[src/sv/assert_macros.svh]
// assertion macros used by the top level of the record engine
// no dependencies; taken in by `include

`ifndef ASSERT_MACROS_SVH
`define ASSERT_MACROS_SVH

// clocked check, switched off while reset is high
`define LCAR_ASSERT(label, clk, rst, prop, msg) \
   label: assert property (@(posedge clk) disable iff (rst) prop) else $error(msg);

// clocked check that also holds through reset
`define LCAR_ASSERT_ALWAYS(label, clk, prop, msg) \
   label: assert property (@(posedge clk) prop) else $error(msg);

`endif

[src/sv/lcar_pkg.sv]
`timescale 1ns / 1ps
// shared types, constants and codes of the learned clause activity reducer
// no dependencies; every other .sv file refers to it by scoped names

package lcar_pkg;

   // table geometry
   localparam int ENTRIES        = 1024;
   localparam int INDEX_W        = $clog2(ENTRIES);
   localparam int COUNT_W        = INDEX_W + 1;
   localparam int REDUCE_MINIMUM = 200;

   // field widths
   localparam int MODE_W   = 3;
   localparam int LIT_W    = 16;
   localparam int ACT_W    = 48;
   localparam int FACTOR_W = 17;
   localparam int FRAC_W   = 16;
   localparam int MARK_W   = 9;
   localparam int CFG_N_W  = 11;

   // decay multiplier split into two partial products
   localparam int HALF_W = ACT_W / 2;
   localparam int PROD_W = HALF_W + FACTOR_W;
   localparam int SUM_W  = ACT_W + FACTOR_W;

   // fixed point constants, Q32.16 activity and Q1.16 factor
   localparam logic [ACT_W-1:0]    ONE_Q16     = 48'h0000_0001_0000;
   localparam logic [ACT_W-1:0]    TWO_Q16     = 48'h0000_0002_0000;
   localparam logic [ACT_W-1:0]    ACT_MAX     = '1;
   localparam logic [FACTOR_W-1:0] FACTOR_ONE  = 17'h1_0000;
   localparam logic [FACTOR_W-1:0] DECAY_RESET = 17'd62259;
   localparam logic [LIT_W-1:0]    LIT_KEEP    = 16'd2;

   // floor(x/3) as (x*683)>>11, exact for x below 2048
   localparam int THIRD_RECIP  = 683;
   localparam int THIRD_W      = 10;
   localparam int THIRD_SHIFT  = 11;
   localparam int THIRD_PROD_W = COUNT_W + THIRD_W;

   // register port
   localparam int CSR_ADDR_W = 3;
   localparam int CSR_DATA_W = 32;

   typedef enum logic {
      CSR_ENTRIES_IN_USE = 1'b0,
      CSR_DECAY_FACTOR   = 1'b1
   } csr_index_type;

   typedef enum logic [MODE_W-1:0] {
      MODE_LOAD   = 3'd0,
      MODE_BUMP   = 3'd1,
      MODE_DECAY  = 3'd2,
      MODE_REDUCE = 3'd3,
      MODE_READ   = 3'd4
   } mode_type;

   typedef enum logic [3:0] {
      ST_CLEAR,
      ST_IDLE,
      ST_LOAD,
      ST_SINGLE_RD,
      ST_SINGLE_WB,
      ST_DECAY,
      ST_COUNT,
      ST_BUDGET,
      ST_MARK,
      ST_FINISH
   } state_type;

   typedef struct packed {
      logic              learned;
      logic              removed;
      logic [LIT_W-1:0]  literal_count;
      logic [ACT_W-1:0]  activity;
   } record_type;

   typedef struct packed {
      logic               rd_en;
      logic [INDEX_W-1:0] rd_addr;
      logic               wr_en;
      logic [INDEX_W-1:0] wr_addr;
      record_type         wr_data;
   } mem_req_type;

   typedef struct packed {
      logic [CFG_N_W-1:0]  entries_in_use;
      logic [FACTOR_W-1:0] decay_factor;
   } cfg_type;

   typedef struct packed {
      logic [MODE_W-1:0]  mode;
      logic [INDEX_W-1:0] index;
      logic               learned_in;
      logic               removed_in;
      logic [LIT_W-1:0]   literal_count;
      logic [ACT_W-1:0]   activity_in;
   } req_type;

   typedef struct packed {
      logic [INDEX_W-1:0] index_out;
      logic               learned_out;
      logic               removed_out;
      logic [ACT_W-1:0]   activity_out;
      logic [COUNT_W-1:0] live_learned;
      logic [MARK_W-1:0]  removed_now;
      logic               reduce_ran;
   } rsp_type;

endpackage

[src/sv/lcar_csr.sv]
`timescale 1ns / 1ps
// apb-style register block: records in use and decay factor
// depends on lcar_pkg

module lcar_csr (
   input  logic                            clock,
   input  logic                            reset,
   input  logic                            psel,
   input  logic                            penable,
   input  logic                            pwrite,
   input  logic [lcar_pkg::CSR_ADDR_W-1:0] paddr,
   input  logic [lcar_pkg::CSR_DATA_W-1:0] pwdata,
   output logic [lcar_pkg::CSR_DATA_W-1:0] prdata,
   output logic                            pready,
   output lcar_pkg::cfg_type               cfg
);

   logic [lcar_pkg::CFG_N_W-1:0]  entries_ff;
   logic [lcar_pkg::FACTOR_W-1:0] decay_ff;
   logic                          wr_en;
   lcar_pkg::csr_index_type       sel;

   // word address bit picks the register
   assign sel    = lcar_pkg::csr_index_type'(paddr[lcar_pkg::CSR_ADDR_W-1]);
   assign pready = 1'b1;
   assign wr_en  = psel && penable && pwrite && pready;

   always_ff @(posedge clock) begin
      if (reset) begin
         entries_ff <= '0;
         decay_ff   <= lcar_pkg::DECAY_RESET;
      end else if (wr_en) begin
         unique case (sel)
            lcar_pkg::CSR_ENTRIES_IN_USE: entries_ff <= pwdata[lcar_pkg::CFG_N_W-1:0];
            lcar_pkg::CSR_DECAY_FACTOR:   decay_ff   <= pwdata[lcar_pkg::FACTOR_W-1:0];
            default: ;
         endcase
      end
   end

   always_comb begin
      unique case (sel)
         lcar_pkg::CSR_ENTRIES_IN_USE: prdata = lcar_pkg::CSR_DATA_W'(entries_ff);
         lcar_pkg::CSR_DECAY_FACTOR:   prdata = lcar_pkg::CSR_DATA_W'(decay_ff);
         default:                      prdata = '0;
      endcase
   end

   assign cfg.entries_in_use = entries_ff;
   assign cfg.decay_factor   = decay_ff;

endmodule

[config.mk]
export PLATFORM = sky130hd
export DESIGN_NAME = lcar_csr
export DESIGN_NICKNAME = d
export VERILOG_FILES = /design/src/sv/assert_macros.svh /design/src/sv/lcar_pkg.sv /design/src/sv/lcar_csr.sv
export SDC_FILE = /design/constraint.sdc
export NUM_CORES = 1
export LEC_CHECK = 0
export BUFFER_PORTS_ARGS = -buffer_cell sky130_fd_sc_hd__buf_2
export CAP_MARGIN = 30
export CORE_MARGIN = 2
export CORE_UTILIZATION = 42
export DETAILED_ROUTE_END_ITERATION = 7
export GPL_TIMING_DRIVEN = 0
export PLACE_DENSITY = 0.8
export SLEW_MARGIN = 20
export SYNTH_ARGS = -nofsm -noshare
export SYNTH_HDL_FRONTEND = slang
export SYNTH_SLANG_ARGS = --single-unit
[constraint.sdc]
create_clock -name clock -period 1 [get_ports clock]
set_input_delay 0 -clock clock [delete_from_list [all_inputs] [get_ports clock]]
set_output_delay 0 -clock clock [all_outputs]
set_load 0.005 [all_outputs]
==> out/metrics.cfg <==
[status]
status = finished with violations
violations = negative setup slack

[placed_design]
hpwl_mm = 2.58
placedInstanceArea_um2 = 1960
pre_cts_slack_ns = -0.00216
post-place-cells = 283
place.gp.congestion = 0.645
port_buffers = 67

[detailed_routing]
avgRoutedWirePerCell_um = 12.7
routed_wl_mm = 4.09
drc = 0
vias_per_cell = 4.45
drt_pass1_iterations = 4
postRouteAntennaNets = 0
num_vias = 1432
drtIter0Drc = 27

[worst_setup_path]
critPathKind = register to output pin
critPathCaptureType = output pin
crit_arrival_ns = 1.09
critPathSlowestCell = dfxtp_2
startpoint_type = register
cp_max_fo = 2
cp_cell_sequence = mux2_4 > buf_6
worstPathBufferInverterCount = 1
worstPathRequired_ns = 1.00
critPathTopFamily = flip-flops
slowest_delay_ns = 0.36

[clock_tree]
insertion_delay_ns = 0.34
h-tree-depth = 1
cts_tree = yes
cts_made_buffers = 3
clockBufferDepth = 2
cts_root_buffer = clkbuf_4
cts.clk_slew.worst_paths_ns = 0.16
clock_sinks = 28

[power]
cellLeakagePower_nw = 1.19
vdd_drop_max_mv = 0.549
p_per_area_nw_per_um2 = 976

[floorplanning]
dieWidth_um = 64.1
io_pins = 101
rows = 21
core_um2 = 3420
dieArea_um2 = 4110
initial_core_util = 0.444
die_h_um = 64.1

[final_layout]
syn2layout_area_growth_pct = 62.2
fillers = 279
diodes = 0
final_cell_count_no_fill = 322
drive_above_1_share = 0.554
seq_area_um2 = 594
layout_common_cells = buf_2, nand2b_1, buf_4, mux2i_1, dfxtp_2
fin_nets = 317
final_area_um2 = 2460
multi_input_area_um2 = 838
final_common_cell = buf_2

[synthesis]
synth-async-reset-ratio = 0
ys_ff_latch = 28
synth-edff-count = 0
yosys_most_used_dff = dfxtp_1
synth_cell_type_count = 17
seq_area_frac_synth = 0.369
yosysWarnings = 0
synthCells = 156
syn_area_um2 = 1520
avgSynthCellArea_um2 = 9.73

[flow_run]
cap_violations = 0

[timing]
fin_crit_ns = 1.09
hold_slack_ns = 0.0292
fmax_mhz = 918
worst_slack_ns = -0.0898
hold_violations = 0
rsz0062_at_grt = yes
finalSetupViolCount = 12
finalCritPeriodShare = 1.09
setup_tns_ns = -0.706
clock_skew_ns = 0
timing.final.max_slew_violations = 0

[grt]
grt_pass1_wl_mm = 6.29
antenna_found_initial = 0
grtUsageTotal = 0.196
grt_max_degree = 17
first_global_vias = 1345
overflow = 0

[hold_path]
hp-class = input port to register

==> sequential cells by signal (all words and copies together) (netlist names) <==
register and flops:
decay_ff 17, entries_ff 11
==> where the power goes <==
part           internal (mW)  total (mW)  switching [mW]
registers               1.14        1.16          0.0165
logic                  0.300       0.489           0.189
clock network          0.406       0.753           0.348
total                   1.85        2.40           0.553
==> kinds of logic (layout without fill, tap and decap cells) <==
logic type             count (synthesis)  in the layout  share of synthesized area
and+or+nand+nor                       61             61                      0.227
muxes                                 39             39                      0.266
DFF                                   28             28                      0.369
buffers and inverters                 26            132                      0.133
other                                  2             16                    0.00495
==> cell usage after synthesis, types with 2 or more instances <==
| master | number | area, um2 |
|---|---|---|
| clkbuf_1 | 5 | 18.8 |
| nor2_1 | 20 | 75.1 |
| buf_4 | 16 | 120 |
| and2_1 | 6 | 37.5 |
| mux2_2 | 11 | 124 |
| nand2b_1 | 31 | 194 |
| mux2i_1 | 28 | 280 |
| dfxtp_1 | 28 | 561 |
| buf_6 | 2 | 22.5 |
| conb_1 | 2 | 7.51 |
==> repair_timing <==
action,in CTS,in global routing
pin swaps,0,0
setup endpoints to repair,11,17
buffers inserted,15,3
resized for setup,23,27
hold buffers,17,0
endpoints found under the hold margin,28,0
==> cell type report <==
| class | count | area share |
|---|---|---|
| Sequential cell | 28 | 0.241 |
| Clock inverter | 1 | 0.0122 |
| Multi-Input combinational cell | 116 | 0.340 |
| Buffer | 26 | 0.0818 |
| Tap cell | 46 | 0.0234 |
| Timing Repair Buffer | 102 | 0.292 |
| Clock buffer | 3 | 0.00915 |
==> metrics by stage <==
step	power (mW)	utilization
2_1_floorplan	1.41	-
3_3_place_gp	1.54	0.575
3_5_place_dp	1.55	0.575
4_1_cts	2.36	0.684
5_1_grt	2.53	0.721
6_report	2.40	0.721
==> routing by layer <==
layer / vias to the layer above / wire, um / GRT usage
met5: - / 0 / 0
met2: 48 / 2160 / 0.375
met1: 663 / 1720 / 0.222
met4: 0 / 14 / 0.0559
met3: 2 / 196 / 0.0299
li1: 719 / - / -
==> worst paths after layout <==
check | start | end | slack, ns | cells after the start
min | reset | decay_ff[6]$_SDFFE_PP0P_ | 0.03 | 3
max | entries_ff[8]$_SDFFE_PP0P_ | prdata[8] | -0.09 | 2
max reg2reg | entries_ff[8]$_SDFFE_PP0P_ | entries_ff[8]$_SDFFE_PP0P_ | 0.23 | 4
min reg2reg | decay_ff[11]$_SDFFE_PP0P_ | decay_ff[11]$_SDFFE_PP0P_ | 0.49 | 2
==> worst reg2reg max path, cell delays in order (launching register included) <==
cell      delay, ns
dfxtp_2        0.36
buf_6          0.11
buf_6          0.10
nand2b_1       0.06
mux2i_1        0.06
No activity file was read; power rests on OpenSTA's default activity.
