## src/sv/assert_macros.svh

```systemverilog
// assertion macros used by the top level of the record engine
// no dependencies; taken in by `include

`ifndef ASSERT_MACROS_SVH
`define ASSERT_MACROS_SVH

// clocked check, switched off while reset is high
`define LCAR_ASSERT(label, clk, rst, prop, msg) \
   label: assert property (@(posedge clk) disable iff (rst) prop) else $error(msg);

// clocked check that also holds through reset
`define LCAR_ASSERT_ALWAYS(label, clk, prop, msg) \
   label: assert property (@(posedge clk) prop) else $error(msg);

`endif

```

## src/sv/lcar_pkg.sv

```systemverilog
`timescale 1ns / 1ps
// shared types, constants and codes of the learned clause activity reducer
// no dependencies; every other .sv file refers to it by scoped names

package lcar_pkg;

   // table geometry
   localparam int ENTRIES        = 1024;
   localparam int INDEX_W        = $clog2(ENTRIES);
   localparam int COUNT_W        = INDEX_W + 1;
   localparam int REDUCE_MINIMUM = 200;

   // field widths
   localparam int MODE_W   = 3;
   localparam int LIT_W    = 16;
   localparam int ACT_W    = 48;
   localparam int FACTOR_W = 17;
   localparam int FRAC_W   = 16;
   localparam int MARK_W   = 9;
   localparam int CFG_N_W  = 11;

   // decay multiplier split into two partial products
   localparam int HALF_W = ACT_W / 2;
   localparam int PROD_W = HALF_W + FACTOR_W;
   localparam int SUM_W  = ACT_W + FACTOR_W;

   // fixed point constants, Q32.16 activity and Q1.16 factor
   localparam logic [ACT_W-1:0]    ONE_Q16     = 48'h0000_0001_0000;
   localparam logic [ACT_W-1:0]    TWO_Q16     = 48'h0000_0002_0000;
   localparam logic [ACT_W-1:0]    ACT_MAX     = '1;
   localparam logic [FACTOR_W-1:0] FACTOR_ONE  = 17'h1_0000;
   localparam logic [FACTOR_W-1:0] DECAY_RESET = 17'd62259;
   localparam logic [LIT_W-1:0]    LIT_KEEP    = 16'd2;

   // floor(x/3) as (x*683)>>11, exact for x below 2048
   localparam int THIRD_RECIP  = 683;
   localparam int THIRD_W      = 10;
   localparam int THIRD_SHIFT  = 11;
   localparam int THIRD_PROD_W = COUNT_W + THIRD_W;

   // register port
   localparam int CSR_ADDR_W = 3;
   localparam int CSR_DATA_W = 32;

   typedef enum logic {
      CSR_ENTRIES_IN_USE = 1'b0,
      CSR_DECAY_FACTOR   = 1'b1
   } csr_index_type;

   typedef enum logic [MODE_W-1:0] {
      MODE_LOAD   = 3'd0,
      MODE_BUMP   = 3'd1,
      MODE_DECAY  = 3'd2,
      MODE_REDUCE = 3'd3,
      MODE_READ   = 3'd4
   } mode_type;

   typedef enum logic [3:0] {
      ST_CLEAR,
      ST_IDLE,
      ST_LOAD,
      ST_SINGLE_RD,
      ST_SINGLE_WB,
      ST_DECAY,
      ST_COUNT,
      ST_BUDGET,
      ST_MARK,
      ST_FINISH
   } state_type;

   typedef struct packed {
      logic              learned;
      logic              removed;
      logic [LIT_W-1:0]  literal_count;
      logic [ACT_W-1:0]  activity;
   } record_type;

   typedef struct packed {
      logic               rd_en;
      logic [INDEX_W-1:0] rd_addr;
      logic               wr_en;
      logic [INDEX_W-1:0] wr_addr;
      record_type         wr_data;
   } mem_req_type;

   typedef struct packed {
      logic [CFG_N_W-1:0]  entries_in_use;
      logic [FACTOR_W-1:0] decay_factor;
   } cfg_type;

   typedef struct packed {
      logic [MODE_W-1:0]  mode;
      logic [INDEX_W-1:0] index;
      logic               learned_in;
      logic               removed_in;
      logic [LIT_W-1:0]   literal_count;
      logic [ACT_W-1:0]   activity_in;
   } req_type;

   typedef struct packed {
      logic [INDEX_W-1:0] index_out;
      logic               learned_out;
      logic               removed_out;
      logic [ACT_W-1:0]   activity_out;
      logic [COUNT_W-1:0] live_learned;
      logic [MARK_W-1:0]  removed_now;
      logic               reduce_ran;
   } rsp_type;

endpackage

```

## src/sv/lcar_decay_mul.sv

```systemverilog
`timescale 1ns / 1ps
// activity times q1.16 factor, two registered partial products then one add
// depends on lcar_pkg

module lcar_decay_mul (
   input  logic                          clock,
   input  logic [lcar_pkg::ACT_W-1:0]    activity,
   input  logic [lcar_pkg::FACTOR_W-1:0] factor,
   output logic [lcar_pkg::ACT_W-1:0]    product
);

   logic [lcar_pkg::PROD_W-1:0] hi_prod_ff, hi_prod_in;
   logic [lcar_pkg::PROD_W-1:0] lo_prod_ff, lo_prod_in;
   logic [lcar_pkg::SUM_W-1:0]  sum;

   assign hi_prod_in = lcar_pkg::PROD_W'(activity[lcar_pkg::ACT_W-1:lcar_pkg::HALF_W])
                     * lcar_pkg::PROD_W'(factor);
   assign lo_prod_in = lcar_pkg::PROD_W'(activity[lcar_pkg::HALF_W-1:0])
                     * lcar_pkg::PROD_W'(factor);

   always_ff @(posedge clock) begin
      hi_prod_ff <= hi_prod_in;
      lo_prod_ff <= lo_prod_in;
   end

   assign sum = {hi_prod_ff, lcar_pkg::HALF_W'(0)}
              + lcar_pkg::SUM_W'(lo_prod_ff);

   // drop the fraction bits of the factor, truncating
   assign product = sum[lcar_pkg::FRAC_W +: lcar_pkg::ACT_W];

endmodule

```

## src/sv/lcar_engine.sv

```systemverilog
`timescale 1ns / 1ps
// sequencer for the record operations: single-record access and table walks
// depends on lcar_pkg and lcar_decay_mul

module lcar_engine (
   input  logic                  clock,
   input  logic                  reset,
   input  lcar_pkg::cfg_type     cfg,
   input  logic                  req_valid,
   input  lcar_pkg::req_type     req_data,
   output logic                  req_ready,
   output logic                  res_push,
   output lcar_pkg::rsp_type     res_data,
   input  logic                  res_free,
   output lcar_pkg::mem_req_type mem_req,
   input  lcar_pkg::record_type  mem_rd_data
);

   lcar_pkg::state_type          state_ff, state_in;
   lcar_pkg::req_type            item_ff, item_in;
   lcar_pkg::rsp_type            res_ff, res_in;
   logic [lcar_pkg::COUNT_W-1:0] addr_ff, addr_in;
   logic                         p1_valid_ff, p1_valid_in;
   logic [lcar_pkg::INDEX_W-1:0] p1_addr_ff, p1_addr_in;
   logic                         p2_valid_ff, p2_valid_in;
   logic [lcar_pkg::INDEX_W-1:0] p2_addr_ff;
   lcar_pkg::record_type         p2_rec_ff;
   logic [lcar_pkg::COUNT_W-1:0] live_ff, live_in;
   logic [lcar_pkg::MARK_W-1:0]  marked_ff, marked_in;
   logic [lcar_pkg::MARK_W-1:0]  budget_ff, budget_in;

   logic [lcar_pkg::COUNT_W-1:0]      used_n;
   logic [lcar_pkg::FACTOR_W-1:0]     factor;
   logic [lcar_pkg::ACT_W-1:0]        decayed;
   logic [lcar_pkg::ACT_W:0]          bump_sum;
   logic [lcar_pkg::ACT_W-1:0]        bumped;
   logic [lcar_pkg::THIRD_PROD_W-1:0] third_prod;
   logic                              walking;
   logic                              walk_done;
   logic                              rec_live;
   logic                              mark_hit;
   logic                              min_met;
   logic                              single_mode;

   // records in use and decay factor, both saturated
   assign used_n = (cfg.entries_in_use > lcar_pkg::COUNT_W'(lcar_pkg::ENTRIES))
                 ? lcar_pkg::COUNT_W'(lcar_pkg::ENTRIES) : cfg.entries_in_use;
   assign factor = (cfg.decay_factor > lcar_pkg::FACTOR_ONE)
                 ? lcar_pkg::FACTOR_ONE : cfg.decay_factor;

   lcar_decay_mul u_mul (
      .clock    (clock),
      .activity (mem_rd_data.activity),
      .factor   (factor),
      .product  (decayed)
   );

   assign bump_sum = {1'b0, mem_rd_data.activity} + {1'b0, lcar_pkg::ONE_Q16};
   assign bumped   = bump_sum[lcar_pkg::ACT_W] ? lcar_pkg::ACT_MAX
                   : bump_sum[lcar_pkg::ACT_W-1:0];

   assign third_prod = lcar_pkg::THIRD_PROD_W'(live_ff)
                     * lcar_pkg::THIRD_PROD_W'(lcar_pkg::THIRD_RECIP);
   assign min_met    = 32'(live_ff) >= 32'(lcar_pkg::REDUCE_MINIMUM);

   assign walking   = (state_ff == lcar_pkg::ST_DECAY) || (state_ff == lcar_pkg::ST_COUNT)
                   || (state_ff == lcar_pkg::ST_MARK);
   assign walk_done = (addr_ff == used_n) && !p1_valid_ff && !p2_valid_ff;

   assign rec_live = mem_rd_data.learned && !mem_rd_data.removed;
   assign mark_hit = p1_valid_ff && rec_live
                  && (mem_rd_data.literal_count > lcar_pkg::LIT_KEEP)
                  && (mem_rd_data.activity <= lcar_pkg::TWO_Q16)
                  && (marked_ff < budget_ff);

   assign single_mode = (req_data.mode == lcar_pkg::MODE_LOAD)
                     || (req_data.mode == lcar_pkg::MODE_BUMP)
                     || (req_data.mode == lcar_pkg::MODE_READ);

   // next state
   always_comb begin
      state_in = state_ff;
      unique case (state_ff)
         lcar_pkg::ST_CLEAR: begin
            if (addr_ff == lcar_pkg::COUNT_W'(lcar_pkg::ENTRIES - 1)) begin
               state_in = lcar_pkg::ST_IDLE;
            end
         end
         lcar_pkg::ST_IDLE: begin
            if (req_valid) begin
               unique case (req_data.mode) inside
                  lcar_pkg::MODE_LOAD:                      state_in = lcar_pkg::ST_LOAD;
                  lcar_pkg::MODE_BUMP, lcar_pkg::MODE_READ: state_in = lcar_pkg::ST_SINGLE_RD;
                  lcar_pkg::MODE_DECAY:                     state_in = lcar_pkg::ST_DECAY;
                  lcar_pkg::MODE_REDUCE:                    state_in = lcar_pkg::ST_COUNT;
                  default:                                  state_in = lcar_pkg::ST_FINISH;
               endcase
            end
         end
         lcar_pkg::ST_LOAD:      state_in = lcar_pkg::ST_FINISH;
         lcar_pkg::ST_SINGLE_RD: state_in = lcar_pkg::ST_SINGLE_WB;
         lcar_pkg::ST_SINGLE_WB: state_in = lcar_pkg::ST_FINISH;
         lcar_pkg::ST_DECAY: begin
            if (walk_done) begin
               state_in = lcar_pkg::ST_FINISH;
            end
         end
         lcar_pkg::ST_COUNT: begin
            if (walk_done) begin
               state_in = lcar_pkg::ST_BUDGET;
            end
         end
         lcar_pkg::ST_BUDGET: begin
            state_in = min_met ? lcar_pkg::ST_MARK : lcar_pkg::ST_FINISH;
         end
         lcar_pkg::ST_MARK: begin
            if (walk_done) begin
               state_in = lcar_pkg::ST_FINISH;
            end
         end
         lcar_pkg::ST_FINISH: begin
            if (res_free) begin
               state_in = lcar_pkg::ST_IDLE;
            end
         end
         default: state_in = lcar_pkg::ST_IDLE;
      endcase
   end

   // datapath and outputs
   always_comb begin
      mem_req     = '0;
      req_ready   = 1'b0;
      res_push    = 1'b0;
      item_in     = item_ff;
      res_in      = res_ff;
      addr_in     = addr_ff;
      live_in     = live_ff;
      marked_in   = marked_ff;
      budget_in   = budget_ff;
      p1_valid_in = 1'b0;
      p1_addr_in  = addr_ff[lcar_pkg::INDEX_W-1:0];
      p2_valid_in = p1_valid_ff && (state_ff == lcar_pkg::ST_DECAY);

      // walk read issue, one record a cycle
      if (walking && (addr_ff < used_n)) begin
         mem_req.rd_en   = 1'b1;
         mem_req.rd_addr = addr_ff[lcar_pkg::INDEX_W-1:0];
         p1_valid_in     = 1'b1;
         addr_in         = addr_ff + 1'b1;
      end

      unique case (state_ff)
         lcar_pkg::ST_CLEAR: begin
            mem_req.wr_en   = 1'b1;
            mem_req.wr_addr = addr_ff[lcar_pkg::INDEX_W-1:0];
            mem_req.wr_data = '0;
            addr_in         = addr_ff + 1'b1;
         end
         lcar_pkg::ST_IDLE: begin
            req_ready = 1'b1;
            if (req_valid) begin
               item_in   = req_data;
               addr_in   = '0;
               live_in   = '0;
               marked_in = '0;
               res_in    = '0;
               if (single_mode) begin
                  res_in.index_out = req_data.index;
               end
            end
         end
         lcar_pkg::ST_LOAD: begin
            mem_req.wr_en                 = 1'b1;
            mem_req.wr_addr               = item_ff.index;
            mem_req.wr_data.learned       = item_ff.learned_in;
            mem_req.wr_data.removed       = item_ff.removed_in;
            mem_req.wr_data.literal_count = item_ff.literal_count;
            mem_req.wr_data.activity      = item_ff.activity_in;
            res_in.learned_out            = item_ff.learned_in;
            res_in.removed_out            = item_ff.removed_in;
            res_in.activity_out           = item_ff.activity_in;
         end
         lcar_pkg::ST_SINGLE_RD: begin
            mem_req.rd_en   = 1'b1;
            mem_req.rd_addr = item_ff.index;
         end
         lcar_pkg::ST_SINGLE_WB: begin
            res_in.learned_out  = mem_rd_data.learned;
            res_in.removed_out  = mem_rd_data.removed;
            res_in.activity_out = mem_rd_data.activity;
            if (item_ff.mode == lcar_pkg::MODE_BUMP) begin
               mem_req.wr_en            = 1'b1;
               mem_req.wr_addr          = item_ff.index;
               mem_req.wr_data          = mem_rd_data;
               mem_req.wr_data.activity = bumped;
               res_in.activity_out      = bumped;
            end
         end
         lcar_pkg::ST_DECAY: begin
            if (p2_valid_ff) begin
               mem_req.wr_en            = 1'b1;
               mem_req.wr_addr          = p2_addr_ff;
               mem_req.wr_data          = p2_rec_ff;
               mem_req.wr_data.activity = decayed;
            end
         end
         lcar_pkg::ST_COUNT: begin
            if (p1_valid_ff && rec_live) begin
               live_in = live_ff + 1'b1;
            end
         end
         lcar_pkg::ST_BUDGET: begin
            addr_in             = '0;
            budget_in           = third_prod[lcar_pkg::THIRD_SHIFT +: lcar_pkg::MARK_W];
            res_in.live_learned = live_ff;
            res_in.reduce_ran   = min_met;
         end
         lcar_pkg::ST_MARK: begin
            if (mark_hit) begin
               mem_req.wr_en           = 1'b1;
               mem_req.wr_addr         = p1_addr_ff;
               mem_req.wr_data         = mem_rd_data;
               mem_req.wr_data.removed = 1'b1;
               marked_in               = marked_ff + 1'b1;
            end
            res_in.removed_now = marked_in;
         end
         lcar_pkg::ST_FINISH: begin
            res_push = res_free;
         end
         default: ;
      endcase
   end

   always_ff @(posedge clock) begin
      if (reset) begin
         state_ff    <= lcar_pkg::ST_CLEAR;
         addr_ff     <= '0;
         p1_valid_ff <= 1'b0;
         p2_valid_ff <= 1'b0;
      end else begin
         state_ff    <= state_in;
         addr_ff     <= addr_in;
         p1_valid_ff <= p1_valid_in;
         p2_valid_ff <= p2_valid_in;
      end
   end

   always_ff @(posedge clock) begin
      item_ff    <= item_in;
      res_ff     <= res_in;
      live_ff    <= live_in;
      marked_ff  <= marked_in;
      budget_ff  <= budget_in;
      p1_addr_ff <= p1_addr_in;
      p2_addr_ff <= p1_addr_ff;
      p2_rec_ff  <= mem_rd_data;
   end

   assign res_data = res_ff;

endmodule
```

## config.mk

```make
export PLATFORM = sky130hd
export DESIGN_NAME = lcar_engine
export DESIGN_NICKNAME = d
export VERILOG_FILES = /design/src/sv/assert_macros.svh /design/src/sv/lcar_pkg.sv /design/src/sv/lcar_decay_mul.sv /design/src/sv/lcar_engine.sv
export SDC_FILE = /design/constraint.sdc
export NUM_CORES = 2
export LEC_CHECK = 0
export BUFFER_PORTS_ARGS = -buffer_cell sky130_fd_sc_hd__buf_2
export CORE_ASPECT_RATIO = 1.2
export CORE_UTILIZATION = 40
export CTS_BUF_LIST = sky130_fd_sc_hd__clkbuf_8
export DETAILED_ROUTE_END_ITERATION = 7
export PLACE_DENSITY = 0.57
export SYNTH_ARGS = -nofsm -noshare
export SYNTH_HDL_FRONTEND = slang
export SYNTH_SLANG_ARGS = --single-unit
```

## constraint.sdc

```tcl
create_clock -name clock -period 20.5 [get_ports clock]
set_input_delay 4.1 -clock clock [delete_from_list [all_inputs] [get_ports clock]]
set_output_delay 4.1 -clock clock [all_outputs]
set_load 0.02 [all_outputs]
```

==> impl.org <==
** STA
- Max frequency :: 80.9 MHz
- The worst path needs 12360 ps of the cycle, external delays included.
- The total count of max-transition violations in the final report was 0.
- Across all hold checks on the routed design, the worst slack comes to 346 ps.
- Rel. slew slack :: 0.143
- For the pin with the worst max-slew slack, the measured transition is 1290 ps.
- # setup viols final :: 0
- Final hold viol count :: 0
- Setup repair after global routing left no endpoint under its margin.
- In the final timing run, aggregate negative setup slack is 0 ps.
- In the finished design, the share of the clock period the worst path needs comes to 0.603.
- Final setup skew :: 77.9 ps

** Yosys
- Cell Area, Synth :: 40900 um2
- After synthesis, the netlist uses 83 different library cells.
- Number of synthesized flops with an enable pin :: 180
- Number of standard cells after synthesis :: 4438
- Counting flops with an async set or reset pin after synthesis yields a share of 0.
- Main synth FF type :: sky130_fd_sc_hd__edfxtp_1
- Syn nets :: 5624
- After synthesis the netlist holds a flip-flop and latch count of 300.
- Yosys printed 0 warnings.
- Mean area per synthesized cell :: 9.22 um2
- Sequential fraction of the synthesis area :: 0.191

** Routing
- Via count :: 31100
- In the routed design, unresolved DRC markers number 0.
- Final ANT Viol Nets :: 0
- The pre-antenna-repair detailed-routing pass consisted of 5 iterations.
- Dividing the detail-routed wire length by the instance count gives 19.9 um.
- Dividing the detail-routed via count by the number of cells gives 5.15.
- After detailed routing, the total wire length is 120000 um.
- Number of DRC violations after detailed-routing iteration 0 :: 1846

** Setup path
- Cell type group with the largest total delay on the critical path :: compound AO/OA/AOI/OAI gates
- STA puts the critical path data arrival time at 8260 ps.
- Critical path type :: in -> out
- Critical path launch point type :: primary input
- Largest fanout of any net on the critical path :: 29
- STA classifies the critical path endpoint as an output port.
- Data required time at the worst endpoint :: 16400 ps
- Slowest Stage Delay on Critical Path :: 950 ps
- Cell at the slowest stage of the critical path :: sky130_fd_sc_hd__or2_1
- The critical path goes through buf_2 > buf_4 > ha_1 > nor4b_1 > nand4_1 > o41ai_2 > o211a_2 > and2b_1 > buf_4 > or2_1 > a221o_1 > buf_2.
- Critical path buffer and inverter count :: 4

** Global routing
- Across every metal layer, demand over resource in global routing totals 0.237.
- The first global-routing pass estimated 189000 um of wire.
- The total overflow left after global routing is 0.
- The number of global-route vias before repair came to 33000.
- Entering global routing, the biggest net connects 56 pins.
- Antenna violations before repair :: 8

** Floorplanning
- The die is 352 um tall.
- Row cnt :: 128
- The initial utilization of the core area, before any placement, comes to 0.404.
- Die Footprint :: 104000 um2
- Core Area :: 101000 um2
- The floorplan step set the die width to 294 um.
- Pin placement for this block handled 348 I/O pins.

** Min path
- HP Class :: reg -> reg

** Cells and area
- Synthesis-to-layout area growth :: 9.93%
- In the final design database the tool counted 5822 nets.
- Multi-input combinational cell area :: 29100 um2
- In the final layout, the share of cells above drive strength 1 is 0.109.
- Filler Cell Count :: 9939
- Summing all flip-flop and latch instances after layout gives 7810 um2.

** Pwr
- Peak supply drop :: 0.0000946 V
- For this design the static power due to leakage is 22.3 nW.
- Power spread over the standard cell area amounts to 114 nW/um2.

** Place
- Last weighted congestion value of the routability-driven placer :: 0.841
- During placement, the flow inserted port buffers numbering 347.
- Hpwl dp :: 88200 um

** Clocking
- Clock tree from TritonCTS :: built
- Number of hold buffers added after cts :: 0
- Number of setup buffers added after CTS :: 0
- The number of clock buffers added by TritonCTS is 51.
- Clk_lat worst skew :: 720 ps
- Clock root buffer :: sky130_fd_sc_hd__clkbuf_8
- CTS max path bufs :: 3
- Post-CTS clock slew at the launch and capture registers of the worst setup and hold paths :: 70 ps
- Once the clock tree was built, the resizer swapped 0 gates to a different size.
- H-tree lvl count :: 2
- Count of clock tree sinks :: 300

** Job
- Max-cap viol count :: 0

** Status
- Outcome :: complete, no violations
[routing by layer]
metal,global-route usage,vias up,routed length [um],share of wire
met5,0,-,49,0.00041
met4,0.0914,8,4820,0.040
met3,0.0351,233,6880,0.057
met2,0.410,964,59500,0.49
met1,0.298,15800,49100,0.41
li1,-,14100,-,-
[kinds of logic (layout without fill, tap and decap cells)]
logic type                 count (synthesis)  count (layout)  synth area share
buffers and inverters                   1112            1353             0.103
and+or+nand+nor                         1453            1453             0.170
DFF                                      300             300             0.191
xor gates and xnor gates                 156             156            0.0334
adders and majority gates               1009            1009             0.433
muxes                                      7               7           0.00177
AOI/OAI and AO/OA                        401             401            0.0684
other                                      0               3                 0
[layout by cell type (no fill, tap or decap), types with 6 or more instances in the layout]
cell	count
sky130_fd_sc_hd__nor3_1	30
sky130_fd_sc_hd__a221o_1	18
sky130_fd_sc_hd__o21bai_1	6
sky130_fd_sc_hd__o21ai_0	77
sky130_fd_sc_hd__nand3_1	58
sky130_fd_sc_hd__nor2b_4	16
sky130_fd_sc_hd__xnor2_1	97
sky130_fd_sc_hd__clkinv_1	9
sky130_fd_sc_hd__clkinv_2	10
sky130_fd_sc_hd__nand4_1	27
sky130_fd_sc_hd__o31ai_1	6
sky130_fd_sc_hd__and2_1	345
sky130_fd_sc_hd__a22o_1	9
sky130_fd_sc_hd__a211oi_1	19
sky130_fd_sc_hd__a22oi_1	21
sky130_fd_sc_hd__nor2_1	128
sky130_fd_sc_hd__a221oi_1	24
sky130_fd_sc_hd__edfxtp_1	180
sky130_fd_sc_hd__nor4_1	22
sky130_fd_sc_hd__nand2_1	712
sky130_fd_sc_hd__nor2b_1	17
sky130_fd_sc_hd__nand2b_1	23
sky130_fd_sc_hd__a222oi_1	10
sky130_fd_sc_hd__ha_1	328
sky130_fd_sc_hd__and4_1	6
sky130_fd_sc_hd__o211ai_1	8
sky130_fd_sc_hd__dfxtp_1	120
sky130_fd_sc_hd__o21a_1	10
sky130_fd_sc_hd__or3_1	9
sky130_fd_sc_hd__fa_1	681
sky130_fd_sc_hd__buf_2	347
sky130_fd_sc_hd__xor2_1	59
sky130_fd_sc_hd__inv_1	884
sky130_fd_sc_hd__a21oi_1	85
sky130_fd_sc_hd__buf_4	37
sky130_fd_sc_hd__a21o_1	52
sky130_fd_sc_hd__clkbuf_8	57
sky130_fd_sc_hd__and3_1	29
[per-stage QoR]
| step | total power, mW | utilization | setup WS [ps] | instance area (um2) | std cells |
|---|---|---|---|---|---|
| floorplan | 3.56 | - | 9700 | 40900 | 4438 |
| global placement | 4.52 | 0.433 | 7710 | 43900 | 5948 |
| detailed placement | 4.52 | 0.433 | 8090 | 43900 | 5948 |
| CTS | 5.16 | 0.444 | 8190 | 45000 | 6044 |
| global route | 5.67 | 0.444 | 7880 | 45000 | 6046 |
| finish | 5.13 | 0.444 | 8140 | 45000 | 6047 |
[flip-flops by register name, summed over array words and instances (netlist names)]
| name | count |
|---|---|
| addr_ff | 11 |
| u_mul.hi_prod_ff | 40 |
| state_ff | 4 |
| p1_valid_ff | 1 |
| u_mul.lo_prod_ff | 25 |
| item_ff | 79 |
| p2_rec_ff | 18 |
| p2_valid_ff | 1 |
| p1_addr_ff | 10 |
| live_ff | 11 |
| p2_addr_ff | 10 |
| budget_ff | 9 |
| res_data | 81 |
[cells in the mapped netlist (all sizes together) (59+ instances only)]
cell type / n / share of area
xor2: 59 / 0.013
and2: 346 / 0.053
a21oi: 89 / 0.011
fa: 681 / 0.33
nand2: 712 / 0.065
o21ai: 86 / 0.011
inv: 872 / 0.080
xnor2: 97 / 0.021
ha: 328 / 0.10
edfxtp: 180 / 0.13
nor2: 130 / 0.012
dfxtp: 120 / 0.059
clkbuf: 220 / 0.020
[final cells by class]
type,instances,area share
Inverter,873,0.0729
Timing Repair Buffer,384,0.0448
Clock inverter,39,0.00687
Sequential cell,300,0.174
Multi-Input combinational cell,3026,0.646
Antenna cell,3,0.000167
Tap cell,1365,0.0380
Clock buffer,57,0.0174
[where the power goes]
| group | switching (mW) | internal [mW] |
|---|---|---|
| clock network | 0.281 | 0.312 |
| registers | 0.0866 | 0.831 |
| logic | 2.14 | 1.48 |
| total | 2.51 | 2.62 |
[final timing paths]
path	cells past startpoint	endpoint	slack, ps	start
max	12	mem_req[6]	8140	mem_rd_data[17]
min	0	p2_addr_ff[2]	350	p1_addr_ff[2]
max reg2reg	15	budget_ff[6]	15420	live_ff[4]
min reg2reg	0	p2_addr_ff[2]	350	p1_addr_ff[2]
No activity file was read; power rests on OpenSTA's default activity.
